`src/hw/rtl/des_rf_pkg.sv`:
```
// ----------------------------------------------------------------------------
// DES round function package
// Shared constants, S-box and P tables, and the E expansion for the f function.
// ----------------------------------------------------------------------------
package des_rf_pkg;

    localparam int SBOX_COUNT = 8;
    localparam int HALF_W     = 32;
    localparam int KEY_W      = 48;
    localparam int CHUNK_W    = 6;
    localparam int NIB_W      = 4;

    typedef logic [CHUNK_W-1:0]   t_chunk;
    typedef logic [NIB_W-1:0]     t_nibble;
    typedef logic [2:0]           t_box_idx;
    typedef logic [4:0]           t_bit_pos;
    typedef logic [HALF_W-1:0]    t_half;
    typedef logic [KEY_W-1:0]     t_key;

    localparam t_nibble SBOX_TAB [SBOX_COUNT][4][16] = '{
        '{'{4'd14, 4'd4, 4'd13, 4'd1, 4'd2, 4'd15, 4'd11, 4'd8,
            4'd3, 4'd10, 4'd6, 4'd12, 4'd5, 4'd9, 4'd0, 4'd7},
          '{4'd0, 4'd15, 4'd7, 4'd4, 4'd14, 4'd2, 4'd13, 4'd1,
            4'd10, 4'd6, 4'd12, 4'd11, 4'd9, 4'd5, 4'd3, 4'd8},
          '{4'd4, 4'd1, 4'd14, 4'd8, 4'd13, 4'd6, 4'd2, 4'd11,
            4'd15, 4'd12, 4'd9, 4'd7, 4'd3, 4'd10, 4'd5, 4'd0},
          '{4'd15, 4'd12, 4'd8, 4'd2, 4'd4, 4'd9, 4'd1, 4'd7,
            4'd5, 4'd11, 4'd3, 4'd14, 4'd10, 4'd0, 4'd6, 4'd13}},
        '{'{4'd15, 4'd1, 4'd8, 4'd14, 4'd6, 4'd11, 4'd3, 4'd4,
            4'd9, 4'd7, 4'd2, 4'd13, 4'd12, 4'd0, 4'd5, 4'd10},
          '{4'd3, 4'd13, 4'd4, 4'd7, 4'd15, 4'd2, 4'd8, 4'd14,
            4'd12, 4'd0, 4'd1, 4'd10, 4'd6, 4'd9, 4'd11, 4'd5},
          '{4'd0, 4'd14, 4'd7, 4'd11, 4'd10, 4'd4, 4'd13, 4'd1,
            4'd5, 4'd8, 4'd12, 4'd6, 4'd9, 4'd3, 4'd2, 4'd15},
          '{4'd13, 4'd8, 4'd10, 4'd1, 4'd3, 4'd15, 4'd4, 4'd2,
            4'd11, 4'd6, 4'd7, 4'd12, 4'd0, 4'd5, 4'd14, 4'd9}},
        '{'{4'd10, 4'd0, 4'd9, 4'd14, 4'd6, 4'd3, 4'd15, 4'd5,
            4'd1, 4'd13, 4'd12, 4'd7, 4'd11, 4'd4, 4'd2, 4'd8},
          '{4'd13, 4'd7, 4'd0, 4'd9, 4'd3, 4'd4, 4'd6, 4'd10,
            4'd2, 4'd8, 4'd5, 4'd14, 4'd12, 4'd11, 4'd15, 4'd1},
          '{4'd13, 4'd6, 4'd4, 4'd9, 4'd8, 4'd15, 4'd3, 4'd0,
            4'd11, 4'd1, 4'd2, 4'd12, 4'd5, 4'd10, 4'd14, 4'd7},
          '{4'd1, 4'd10, 4'd13, 4'd0, 4'd6, 4'd9, 4'd8, 4'd7,
            4'd4, 4'd15, 4'd14, 4'd3, 4'd11, 4'd5, 4'd2, 4'd12}},
        '{'{4'd7, 4'd13, 4'd14, 4'd3, 4'd0, 4'd6, 4'd9, 4'd10,
            4'd1, 4'd2, 4'd8, 4'd5, 4'd11, 4'd12, 4'd4, 4'd15},
          '{4'd13, 4'd8, 4'd11, 4'd5, 4'd6, 4'd15, 4'd0, 4'd3,
            4'd4, 4'd7, 4'd2, 4'd12, 4'd1, 4'd10, 4'd14, 4'd9},
          '{4'd10, 4'd6, 4'd9, 4'd0, 4'd12, 4'd11, 4'd7, 4'd13,
            4'd15, 4'd1, 4'd3, 4'd14, 4'd5, 4'd2, 4'd8, 4'd4},
          '{4'd3, 4'd15, 4'd0, 4'd6, 4'd10, 4'd1, 4'd13, 4'd8,
            4'd9, 4'd4, 4'd5, 4'd11, 4'd12, 4'd7, 4'd2, 4'd14}},
        '{'{4'd2, 4'd12, 4'd4, 4'd1, 4'd7, 4'd10, 4'd11, 4'd6,
            4'd8, 4'd5, 4'd3, 4'd15, 4'd13, 4'd0, 4'd14, 4'd9},
          '{4'd14, 4'd11, 4'd2, 4'd12, 4'd4, 4'd7, 4'd13, 4'd1,
            4'd5, 4'd0, 4'd15, 4'd10, 4'd3, 4'd9, 4'd8, 4'd6},
          '{4'd4, 4'd2, 4'd1, 4'd11, 4'd10, 4'd13, 4'd7, 4'd8,
            4'd15, 4'd9, 4'd12, 4'd5, 4'd6, 4'd3, 4'd0, 4'd14},
          '{4'd11, 4'd8, 4'd12, 4'd7, 4'd1, 4'd14, 4'd2, 4'd13,
            4'd6, 4'd15, 4'd0, 4'd9, 4'd10, 4'd4, 4'd5, 4'd3}},
        '{'{4'd12, 4'd1, 4'd10, 4'd15, 4'd9, 4'd2, 4'd6, 4'd8,
            4'd0, 4'd13, 4'd3, 4'd4, 4'd14, 4'd7, 4'd5, 4'd11},
          '{4'd10, 4'd15, 4'd4, 4'd2, 4'd7, 4'd12, 4'd9, 4'd5,
            4'd6, 4'd1, 4'd13, 4'd14, 4'd0, 4'd11, 4'd3, 4'd8},
          '{4'd9, 4'd14, 4'd15, 4'd5, 4'd2, 4'd8, 4'd12, 4'd3,
            4'd7, 4'd0, 4'd4, 4'd10, 4'd1, 4'd13, 4'd11, 4'd6},
          '{4'd4, 4'd3, 4'd2, 4'd12, 4'd9, 4'd5, 4'd15, 4'd10,
            4'd11, 4'd14, 4'd1, 4'd7, 4'd6, 4'd0, 4'd8, 4'd13}},
        '{'{4'd4, 4'd11, 4'd2, 4'd14, 4'd15, 4'd0, 4'd8, 4'd13,
            4'd3, 4'd12, 4'd9, 4'd7, 4'd5, 4'd10, 4'd6, 4'd1},
          '{4'd13, 4'd0, 4'd11, 4'd7, 4'd4, 4'd9, 4'd1, 4'd10,
            4'd14, 4'd3, 4'd5, 4'd12, 4'd2, 4'd15, 4'd8, 4'd6},
          '{4'd1, 4'd4, 4'd11, 4'd13, 4'd12, 4'd3, 4'd7, 4'd14,
            4'd10, 4'd15, 4'd6, 4'd8, 4'd0, 4'd5, 4'd9, 4'd2},
          '{4'd6, 4'd11, 4'd13, 4'd8, 4'd1, 4'd4, 4'd10, 4'd7,
            4'd9, 4'd5, 4'd0, 4'd15, 4'd14, 4'd2, 4'd3, 4'd12}},
        '{'{4'd13, 4'd2, 4'd8, 4'd4, 4'd6, 4'd15, 4'd11, 4'd1,
            4'd10, 4'd9, 4'd3, 4'd14, 4'd5, 4'd0, 4'd12, 4'd7},
          '{4'd1, 4'd15, 4'd13, 4'd8, 4'd10, 4'd3, 4'd7, 4'd4,
            4'd12, 4'd5, 4'd6, 4'd11, 4'd0, 4'd14, 4'd9, 4'd2},
          '{4'd7, 4'd11, 4'd4, 4'd1, 4'd9, 4'd12, 4'd14, 4'd2,
            4'd0, 4'd6, 4'd10, 4'd13, 4'd15, 4'd3, 4'd5, 4'd8},
          '{4'd2, 4'd1, 4'd14, 4'd7, 4'd4, 4'd10, 4'd8, 4'd13,
            4'd15, 4'd12, 4'd9, 4'd0, 4'd3, 4'd5, 4'd6, 4'd11}}
    };

    // Target bit of each S-box output bit, MSB of the nibble first.
    localparam t_bit_pos P_ROUTE [SBOX_COUNT][NIB_W] = '{
        '{5'd23, 5'd15, 5'd9,  5'd1},  '{5'd19, 5'd4,  5'd30, 5'd14},
        '{5'd8,  5'd16, 5'd2,  5'd26}, '{5'd6,  5'd12, 5'd22, 5'd31},
        '{5'd24, 5'd18, 5'd7,  5'd29}, '{5'd28, 5'd3,  5'd21, 5'd13},
        '{5'd0,  5'd20, 5'd10, 5'd25}, '{5'd27, 5'd5,  5'd17, 5'd11}
    };

    // E expansion. The half is wrapped into a 34-bit ring and each 6-bit
    // chunk overlaps its neighbors by one bit on each side.
    function automatic t_key expand_half(input t_half half);
        logic [HALF_W+1:0] ring;
        t_key              e;
        ring = {half[0], half, half[HALF_W-1]};
        for (int i = 0; i < SBOX_COUNT; i++) begin
            e[KEY_W-1-CHUNK_W*i -: CHUNK_W] = ring[HALF_W+1-NIB_W*i -: CHUNK_W];
        end
        return e;
    endfunction

endpackage

```
`src/hw/rtl/des_rf_sbox.sv`:
```
// ----------------------------------------------------------------------------
// DES round function S-box lane
// Mixes one expanded chunk with its subkey chunk and looks up one S-box.
// ----------------------------------------------------------------------------
module des_rf_sbox (
    input  des_rf_pkg::t_box_idx i_box,
    input  des_rf_pkg::t_chunk   i_chunk,
    input  des_rf_pkg::t_chunk   i_key,
    output des_rf_pkg::t_nibble  o_sbox
);
    import des_rf_pkg::*;

    t_chunk   mixed;
    logic [1:0] row;
    logic [3:0] col;

    assign mixed  = i_chunk ^ i_key;
    // Row comes from the outer bits, column from the middle four.
    assign row    = {mixed[5], mixed[0]};
    assign col    = mixed[4:1];
    assign o_sbox = SBOX_TAB[i_box][row][col];

endmodule

```
`src/hw/rtl/des_rf_merge.sv`:
```
// ----------------------------------------------------------------------------
// DES round function merge stage
// Routes the eight S-box nibbles through the P permutation into one word.
// ----------------------------------------------------------------------------
module des_rf_merge (
    input  des_rf_pkg::t_nibble i_sbox [des_rf_pkg::SBOX_COUNT],
    output des_rf_pkg::t_half   o_word
);
    import des_rf_pkg::*;

    always_comb begin
        o_word = '0;
        for (int i = 0; i < SBOX_COUNT; i++) begin
            for (int j = 0; j < NIB_W; j++) begin
                o_word[P_ROUTE[i][j]] = i_sbox[i][NIB_W-1-j];
            end
        end
    end

endmodule

```
`src/hw/rtl/des_round_function.sv`:
```
// An accepted input is registered in the result register, or in the skid register while a result waits.
// Throughput: one transaction per cycle while the skid register is empty; eight S-box lanes evaluate in parallel.
// A two-entry output stage (result register plus skid register) keeps input
// accepted while one result waits to be taken.
// Reset (synchronous, active low) empties both output entries.
// ----------------------------------------------------------------------------
// DES round function f
// Expansion, subkey mix, eight parallel S-box lanes, P merge, output buffer.
// ----------------------------------------------------------------------------
module des_round_function (
    input  logic               i_clk,
    input  logic               i_rst_n,
    input  logic               i_valid,
    output logic               o_ready,
    input  des_rf_pkg::t_half  i_right_half,
    input  des_rf_pkg::t_key   i_round_subkey,
    output logic               o_valid,
    input  logic               i_ready,
    output des_rf_pkg::t_half  o_f_result
);
    import des_rf_pkg::*;

    t_key    expanded;
    t_nibble sbox_out [SBOX_COUNT];
    t_half   f_word;

    logic    r_valid;
    t_half   r_data;
    logic    r_skid_valid;
    t_half   r_skid_data;
    logic    in_fire;
    logic    out_fire;

    assign expanded = expand_half(i_right_half);

    for (genvar g = 0; g < SBOX_COUNT; g++) begin : g_lane
        des_rf_sbox u_sbox (
            .i_box   (t_box_idx'(g)),
            .i_chunk (expanded[KEY_W-1-CHUNK_W*g -: CHUNK_W]),
            .i_key   (i_round_subkey[KEY_W-1-CHUNK_W*g -: CHUNK_W]),
            .o_sbox  (sbox_out[g])
        );
    end

    des_rf_merge u_merge (
        .i_sbox (sbox_out),
        .o_word (f_word)
    );

    assign o_ready    = !r_skid_valid;
    assign in_fire    = i_valid && o_ready;
    assign out_fire   = r_valid && i_ready;
    assign o_valid    = r_valid;
    assign o_f_result = r_data;

    always_ff @(posedge i_clk) begin
        if (!i_rst_n) begin
            r_valid      <= 1'b0;
            r_skid_valid <= 1'b0;
        end else if (!r_valid || out_fire) begin
            // Output entry is free this cycle: drain the skid first.
            if (r_skid_valid) begin
                r_valid      <= 1'b1;
                r_data       <= r_skid_data;
                r_skid_valid <= 1'b0;
            end else begin
                r_valid      <= in_fire;
                r_data       <= f_word;
            end
        end else if (in_fire) begin
            r_skid_valid <= 1'b1;
            r_skid_data  <= f_word;
        end
    end

endmodule

```
`config.mk`:
```
export PLATFORM = sky130hd
export DESIGN_NAME = des_round_function
export DESIGN_NICKNAME = d
export VERILOG_FILES = /design/src/hw/rtl/des_rf_pkg.sv /design/src/hw/rtl/des_rf_sbox.sv /design/src/hw/rtl/des_rf_merge.sv /design/src/hw/rtl/des_round_function.sv
export SDC_FILE = /design/constraint.sdc
export NUM_CORES = 1
export LEC_CHECK = 0
export BUFFER_PORTS_ARGS = -buffer_cell sky130_fd_sc_hd__buf_2
export CORE_MARGIN = 4
export CORE_UTILIZATION = 25
export DETAILED_ROUTE_END_ITERATION = 16
export MAX_ROUTING_LAYER = met4
export RECOVER_POWER = 50
export SYNTH_ARGS = -nofsm -noshare
export SYNTH_HDL_FRONTEND = slang
export SYNTH_SLANG_ARGS = --single-unit
```
`constraint.sdc`:
```
create_clock -name i_clk -period 7.3 [get_ports i_clk]
set_input_delay 0.365 -clock i_clk [delete_from_list [all_inputs] [get_ports i_clk]]
set_output_delay 0.365 -clock i_clk [all_outputs]
set_load 0.005 [all_outputs]
```
**After elaboration in Yosys (flattened, before gate mapping)**

Index checks and enable logic that the tools add are counted.

- Bits in registers: 66
- Output and inout port bits: 34

- Magnitude comparators: 16
- Mux-type cells: 50
- Bitwise logic cells: 26
- Reduce and logical (&&, ||, !) cells: 8

Operators by type and width:

| kind | count |
|---|---|
| 64-bit binary-select mux with 2-bit select | 8 |
| 64-bit two-way mux | 16 |
| 4-bit binary-select mux with 4-bit select | 8 |
| 4-bit two-way mux | 16 |
| 6-bit XOR | 8 |
| 5-bit greater-or-equal comparator, second input constant | 8 |
| 4-bit NOT with 5-bit output | 8 |
| 32-bit two-way mux | 1 |
| 3-bit greater-or-equal comparator, second input constant | 8 |
| 2-bit NOT with 3-bit output | 8 |
| 3-bit AND reduction | 1 |
| 1-bit logical AND | 2 |
| 1-bit logical NOT | 2 |
| 1-bit NOT | 2 |
| 2-bit AND reduction | 1 |
| 2-bit OR reduction | 1 |
| 1-bit logical OR | 1 |
| 1-bit two-way mux | 1 |

**Longest topological paths before layout**

Gate-level depths: netlist of run 1.

- Depth after elaboration: 9
- Mapped depth: 8

**Cells and area by module**

From an unflattened synthesis of run 1, not the netlist that was laid out.

- Cells, all modules: 4808
- Area total of the unflattened synthesis: 31701.7 sq um

Modules (own cells, without submodules):

| module | instances | cells an instance | area an instance (sq um) |
|---|---|---|---|
| des_rf_sbox at g_lane[0].u_sbox ... | 6 | 583 | 3628.5 |
| des_rf_sbox at g_lane[1].u_sbox ... | 2 | 583 | 3568.4 |
| des_round_function | 1 | 112 | 2553.7 |
| des_rf_merge | 1 | 32 | 240.2 |

**Worst setup path after synthesis of run 1**

No wires, ideal clock.

- Path type: register -> register
- From: register r_skid_valid
- To: register r_skid_data[0] (enable)
- Data arrival time: 3.092 ns
- Data required time: 6.839 ns
- Path slack: 3.747 ns
- Stages on the path, launching flop included: 5
- Buffers on the path: 3
- Clock period less this slack: 3.553 ns
- Cells stage by stage: dfxtp_1 -> clkbuf_1 -> clkbuf_1 -> clkbuf_1 -> nor3_1

- Word-level cells in the longest chain between the ends: 3

Ends and longest elaborated chain:

| element | RTL line | source |
|---|---|---|
| start: declaration | des_round_function.sv:29 | `logic r_skid_valid;` |
| start signal: assignment | des_round_function.sv:59 | `r_skid_valid <= 1'b0;` |
| start signal: assignment | des_round_function.sv:65 | `r_skid_valid <= 1'b0;` |
| start signal: assignment | des_round_function.sv:71 | `r_skid_valid <= 1'b1;` |
| 1-bit logical NOT | des_round_function.sv:50 | `assign o_ready = !r_skid_valid;` |
| 1-bit logical AND | des_round_function.sv:51 | `assign in_fire = i_valid && o_ready;` |
| 3-bit AND reduction (no line) | n/a |  |
| end signal: assignment | des_round_function.sv:72 | `r_skid_data <= f_word;` |
| end: declaration | des_round_function.sv:30 | `t_half r_skid_data;` |

Every way passes these cells.
A chain may end at the register's enable or synchronous reset.

**Worst setup path in the final report of run 1**

- From: register r_skid_valid
- To: register r_skid_data[13] (enable)

Same word-level chain as after synthesis.

==> results of run 1 <==
[synthesized netlist by cell type (all sizes together), types with 6 or more instances]
master / instances
nor4: 7
o211ai: 32
a31oi: 15
nor3: 34
mux2i: 34
o21ai: 32
xor2: 37
mux2: 10
buf: 8
nand2: 97
o22ai: 9
and2: 8
mux4: 21
nor2: 88
or3: 6
a21oi: 32
nand3: 28
o31ai: 14
ha: 63
o32ai: 8
and3: 6
xnor2: 60
o2111ai: 16
a221oi: 7
edfxtp: 64
nand2b: 6
inv: 37
a2111oi: 9
clkbuf: 40
a32oi: 8
a211o: 7
a211oi: 20
[layout by cell type, fill, tap and decap left out, types with 21 or more instances in the layout]
cell type,netlist,final
o211ai_1,31,31
xnor2_1,54,54
o21ai_0,31,31
edfxtp_1,64,64
xor2_1,32,32
nor3_1,34,34
clkbuf_1,40,27
nand3_1,28,28
ha_1,63,63
mux4_2,21,21
inv_1,35,35
buf_2,7,93
a21oi_1,32,32
mux2i_1,34,34
nand2_1,97,97
nor2_1,88,88
[worst paths after layout]
kind                                   from                         to  depth (start not counted)
hold / removal                      i_rst_n  r_skid_valid$_SDFFE_PP0P_                          2
setup reg to reg  r_skid_valid$_SDFFE_PP0P_  r_skid_data[13]$_DFFE_PP_                          3
hold reg to reg   r_skid_data[13]$_DFFE_PP_   o_f_result[13]$_DFFE_PP_                          2
setup / recovery  r_skid_valid$_SDFFE_PP0P_  r_skid_data[13]$_DFFE_PP_                          3
[layout make-up]
type | instances | area share, %
clock inverter | 7 | 1.48
timing repair buffer | 140 | 7.50
clock buffer | 9 | 2.36
sequential | 66 | 20.5
inverter | 40 | 1.57
multi-input combinational | 771 | 60.9
tap | 435 | 5.69
[worst max-delay path, delay by kind of cell, from the launching register on]
kind	cells	cell delay, ns
buf+inv	2	2.63
flops	1	0.35
simple gates	1	0.25
[per-stage QoR]
step                      std cells  util, %  setup slack [ns]  power (mW)  instance area [sq um]
final                          1468     30.1              3.59        1.88                   9560
after detailed placement       1452     29.1              3.95        1.33                   9240
after global routing           1468     30.1              3.29        2.01                   9560
after floorplan                 925        -              3.75        1.10                   8120
after global placement         1452     29.1              4.10        1.32                   9240
after CTS                      1468     30.2              4.33        1.91                   9610
[registers in the layout (all words and copies together), names as in the netlist]
signal and cells:
o_f_result 32, r_skid_data 32, o_valid 1, r_skid_valid 1
[routing by layer]
metal  global-route usage (%)  vias to the layer above  wire length, um
met5                        -                        -                0
met4                     4.80                        0              422
met3                     1.70                       28             1120
met2                     21.2                      266            11300
met1                     18.1                     3632            11200
li1                         -                     3750                -
[report_power, final]
group	internal [mW]	switching, mW	total (mW)
clock	0.369	0.187	0.555
combinational	0.340	0.494	0.834
sequential	0.479	0.0115	0.490
[cells by family (layout without fill, tap and decap cells)]
family                   after synthesis  after routing  share of synthesized area, %
buffers and inverters                 88            196                          4.22
AND/OR/NAND/NOR                      286            286                          15.4
adder cells (fa/ha/maj)               63             63                          9.70
AO/OA/AOI/OAI                        260            260                          23.6
flip-flops                            66             66                          24.2
multiplexers                          65             65                          11.4
XOR/XNOR                              97             97                          11.5
==> flow_metrics.py, run 1 <==
metrics = {
    "critical_path": {
        "start_kind": "register",
        "worst-setup-path-type": "reg2reg",
        "crit_path_top_delay_cell": "clkbuf_1",
        "crit_arrival_ns": 3.59,
        "worstPathMaxFanout": 50,
        "cp-end-kind": "register",
        "path_cells": "clkbuf_1 > nor3_1 > clkbuf_1",
        "path_common_cell": "clkbuf_1",
        "slowest_delay_ns": 1.94,
        "required_ns": 7.18,
        "rrSetupSlack_ns": 3.59,
    },
    "global_route": {
        "grt_pass1_vias": 7359,
        "grt_pass1_wl_mm": 38.9,
        "grt_max_degree": 51,
        "grt_usage_pct": 13.5,
        "antenna_found_initial": 0,
        "grt_overflow": 0,
    },
    "floorplanning": {
        "io-pin-count": 118,
        "rows": 65,
        "core-area_sq_um": 31800,
        "dieArea_sq_um": 35400,
        "die_w_um": 188,
        "die_height_um": 188,
        "initial_core_util_pct": 25.5,
    },
    "clock_network": {
        "hold_buffers": 0,
        "cts_setup_buffers": 0,
        "cts_resized": 0,
        "h-tree-depth": 3,
        "numCtsBuffers": 9,
        "cts_buffer_depth": 2,
        "clk_pin_slew_worst_paths_ns": 0.06,
        "clock_latency_ns": 0.35,
        "cts_tree": "built",
        "cts.sinks": 66,
        "clock-root-buffer": "clkbuf_16",
    },
    "timing": {
        "hold_viol_final": 0,
        "fin_skew_ns": 0.00354,
        "tns_ns": 0,
        "finalSetupViolations": 0,
        "slew_violations": 84,
        "fin_hold_ws_ns": 0.318,
        "fin_crit_sh_pct": 50.8,
        "max_freq_mhz": 270,
        "min_period_ns": 3.71,
        "tightestPinTransition_ns": 2.74,
        "rsz0062_at_grt": "no",
        "maxSlewHeadroom_pct": -82.7,
    },
    "place": {
        "place.gp.congestion": 0.875,
        "hpwl_mm": 17.3,
        "portBuffers": 117,
    },
    "final_layout": {
        "nNetsFinal": 1175,
        "seqCellArea_sq_um": 1960,
        "area_growth_pct": 17.7,
        "final.fill_count": 3372,
        "layout-drive-gt1-share_pct": 17.3,
        "multiInputGateArea_sq_um": 5820,
        "insertedDiodeCount": 0,
    },
    "synthesis": {
        "synth_seq_cells": 66,
        "synthDistinctLibCells": 69,
        "synth_edf_count": 64,
        "synth.largest_area_cell": "edfxtp_1",
        "syn-cell-area_sq_um": 8120,
        "synth_area_leaders": "edfxtp_1 (24%), ha_1 (9.7%), mux4_2 (5.8%)",
        "async_flop_share_pct": 0,
        "syn_inst": 925,
        "yosys_warnings": 0,
        "synth-seq-area-share_pct": 24.2,
        "synth_ff_type": "edfxtp_1",
        "synth_area_per_cell_sq_um": 8.78,
        "synth_top_area_share_pct": 23.7,
        "syn-num-nets": 1072,
    },
    "routing": {
        "ant_nets": 0,
        "wirelength_mm": 24.1,
        "dr.pass1.iters": 5,
        "vias_per_cell": 5.23,
        "wire_per_inst_um": 16.4,
        "via_count": 7676,
        "drc_errors": 0,
        "drtIter0Drc": 661,
    },
    "outcome": {
        "status": "finished, violations left",
        "violations": "capacitance limit, slew limit",
    },
    "flow_run": {
        "maxCapViolations": 2,
    },
    "power_and_ir_drop": {
        "p_leak_nw": 3.56,
        "ir_drop_v": 0.000104,
        "p_per_area_nw_per_um2": 197,
    },
    "min_path": {
        "worst_hold_path_type": "in2reg",
    },
}
No activity file was read; power rests on OpenSTA's default activity.
==> inputs of run 2 (changes only) <==
- ABC_AREA: not set -> 1
- clock period: 7.3 -> 3.3 ns (I/O delays scaled with it)
==> run 2 against run 1 <==
The run still ends with capacitance limit, slew limit left. Count of clock-buffer cells in the layout rose by 5. Synthesized cell count up 40%. Cell area shrank 3.4%. Worst hold slack worse by 0.19 ns. Combinational power rose by 70%. Sequential power is 120% higher. Clock power rose by 75%. First-iteration DRC count up 17%. Flip-flop and latch count stayed put. Critical path type unchanged. Largest cell class unchanged.
==> flow_metrics.py, run 2 <==
metrics = {
    "outcome": {
        "status": "finished, violations left",
        "violations": "capacitance limit, slew limit",
    },
    "synthesis": {
        "synth_seq_cells": 66,
        "yosys_warnings": 0,
        "synth_area_per_cell_sq_um": 6.21,
        "syn_inst": 1298,
        "synth-seq-area-share_pct": 24.3,
        "synthDistinctLibCells": 27,
        "synth_edf_count": 64,
        "synth_ff_type": "edfxtp_1",
        "synth_top_area_share_pct": 27.2,
        "yosysMostFrequentCell": "nand2_1",
        "synth_area_leaders": "nand2_1 (27%), edfxtp_1 (24%), nand3_1 (21%)",
        "syn-cell-area_sq_um": 8060,
        "yosys-top-cells-count": "nand2_1 (585), nand3_1 (334), inv_1 (112)",
        "syn-num-nets": 1445,
        "synth.largest_area_cell": "nand2_1",
        "async_flop_share_pct": 0,
    },
    "power_and_ir_drop": {
        "comb_power_share_pct": 41.0,
        "p_int_mw": 2.15,
        "p_sw_share_pct": 37.9,
        "power_frac_seq_pct": 30.8,
        "power.total_mw": 3.46,
        "power_switching_mw": 1.31,
        "p_per_area_nw_per_um2": 375,
        "p_leak_nw": 4.74,
        "ir_drop_v": 0.000221,
        "pwr-share-clk_pct": 28.1,
    },
    "timing": {
        "tns_ns": 0,
        "finalSetupViolations": 0,
        "max_freq_mhz": 452,
        "maxSlewHeadroom_pct": -24.7,
        "slew_violations": 67,
        "hold_viol_final": 0,
        "fin_skew_ns": 0.00612,
        "min_period_ns": 2.21,
        "fin_crit_sh_pct": 67.1,
        "timing.final.ws_setup_ns": 1.09,
        "tightestPinTransition_ns": 1.87,
        "rsz0062_at_grt": "no",
    },
    "final_layout": {
        "nNetsFinal": 1539,
        "final_cell_mix": "nand2_1 (585), nand3_1 (334), inv_1 (112)",
        "area_growth_pct": 14.5,
        "layout_commonest_cell": "nand2_1",
        "layout-drive-gt1-share_pct": 9.45,
    },
    "global_route": {
        "grt_overflow": 0,
        "grt_max_degree": 34,
        "grt_pass1_wl_mm": 39.5,
        "grt_usage_pct": 13.8,
        "antenna_found_initial": 2,
        "grt_pass1_vias": 7817,
    },
    "critical_path": {
        "crit_path_top_delay_cell": "nor2_2",
        "required_ns": 3.22,
        "worstPathMaxFanout": 32,
        "worst-setup-path-type": "reg2reg",
        "crit_arrival_ns": 2.14,
        "cp-end-kind": "register",
        "worstReg2RegEnd": "o_f_result[3]$_DFFE_PP_",
        "rrSetupSlack_ns": 1.09,
        "reg2reg_from": "o_valid$_SDFFE_PN0P_",
        "slowest_delay_ns": 1.38,
        "start_kind": "register",
        "r2r_cells": 3,
        "path_cells": "inv_1 > nor2_1 > nor2_2",
    },
    "place": {
        "hpwl_mm": 18.4,
        "portBuffers": 117,
        "pre_cts_ws_ns": 0.984,
        "place.gp.congestion": 0.943,
    },
    "clock_network": {
        "clock_latency_ns": 0.34,
        "hold_buffers": 0,
        "cts.sinks": 66,
        "h-tree-depth": 3,
        "clk_pin_slew_worst_paths_ns": 0.05,
        "cts_tree": "built",
        "cts_setup_buffers": 0,
        "cts_buffer_depth": 2,
        "cts_resized": 0,
        "clock-root-buffer": "clkbuf_16",
        "numCtsBuffers": 9,
    },
    "routing": {
        "ant_nets": 0,
        "dr.pass1.iters": 5,
        "vias_per_cell": 4.84,
        "wire_per_inst_um": 13.5,
        "drc_errors": 0,
        "drtIter0Drc": 772,
        "via_count": 8721,
        "wirelength_mm": 24.4,
    },
    "floorplanning": {
        "core-area_sq_um": 31700,
        "rows": 65,
        "die_height_um": 188,
        "initial_core_util_pct": 25.4,
        "io-pin-count": 118,
        "dieArea_sq_um": 35200,
        "die_w_um": 188,
    },
    "min_path": {
        "min-delay-start": "i_valid",
        "holdPathStages": 3,
        "worst_hold_path_type": "in2reg",
        "hold_end": "r_skid_valid$_SDFFE_PP0P_",
    },
    "flow_run": {
        "maxCapViolations": 2,
    },
}
-- run 2: cell types whose count changed in the layout (fill, tap and decap cells not counted), sizes merged, moves of 20 or more --
cell	before	now
nand2	97	590
nand3	28	339
inv	37	112
nor2	88	16
xnor2	60	23
mux2i	34	0
nor3	34	0
o211ai	32	1
xor2	37	10
a21oi	32	7
buf	113	90
o21ai	32	10
mux4	21	0
a211oi	20	0
-- run 2: power groups by stage --
stage          logic, mW  clock network (mW)  registers [mW]
2_1_floorplan       1.03                   0            1.08
3_3_place_gp        1.42                   0            1.08
3_5_place_dp        1.42                   0            1.08
4_1_cts             1.43                1.01            1.07
5_1_grt             1.63                1.05            1.07
6_report            1.42               0.972            1.07
-- run 2: through the flow --
step | utilization [%] | cell area [sq um] | cells | hold WS (ns)
after global placement | 28.3 | 8970 | 1783 | 0.454
after detailed placement | 28.3 | 8970 | 1783 | 0.473
after CTS | 29.2 | 9270 | 1799 | 0.113
after global routing | 29.1 | 9230 | 1801 | 0.138
after floorplan | - | 8060 | 1298 | 0.302
final | 29.1 | 9230 | 1801 | 0.124
-- run 2: layer usage --
metal  GRT usage (%)  vias up  wire length [um]
li1                -     4404                 -
met1            18.6     3930             11500
met2            21.5      358             10900
met3            2.59       29              1600
met4            3.25        0               374
met5               -        -                 0
-- run 2: cell families after synthesis --
family | count (synthesis) | share of synthesized area, %
xor gates and xnor gates | 33 | 5.26
AOI/OAI and AO/OA | 18 | 1.15
and+or+nand+nor | 966 | 51.4
buffers and inverters | 152 | 8.07
DFF | 66 | 24.3
adders and majority gates | 63 | 9.78
-- run 2: worst max-delay path by stage --
stage	startpoint	endpoint	slack [ns]	cells past startpoint
3_5_place_dp	i_right_half[15]	r_skid_data[6]$_DFFE_PP_	0.98	9
5_1_grt	o_valid$_SDFFE_PN0P_	o_f_result[15]$_DFFE_PP_	0.82	3
2_1_floorplan	r_skid_valid$_SDFFE_PP0P_	r_skid_data[0]$_DFFE_PP_	0.92	4
6_report	o_valid$_SDFFE_PN0P_	o_f_result[3]$_DFFE_PP_	1.09	3
3_3_place_gp	i_right_half[24]	o_f_result[16]$_DFFE_PP_	1.13	15
4_1_cts	i_right_half[15]	r_skid_data[6]$_DFFE_PP_	1.33	9
-- run 2: final cells by class --
cell class / instances / area [sq um]
antenna: 2 / 5.00
clock buffer: 14 / 264
clock inverter: 2 / 35.0
fill: 3522 / 22500
inverter: 114 / 428
multi-input combinational: 1080 / 5460
sequential: 66 / 1960
tap: 402 / 503
timing repair buffer: 121 / 574
-- run 2: critical path: cells and delay by family, from the launching register on --
| kind | cells | cell delay, ns |
|---|---|---|
| buffers and inverters | 1 | 0.05 |
| DFF | 1 | 0.31 |
| and+or+nand+nor | 2 | 1.43 |
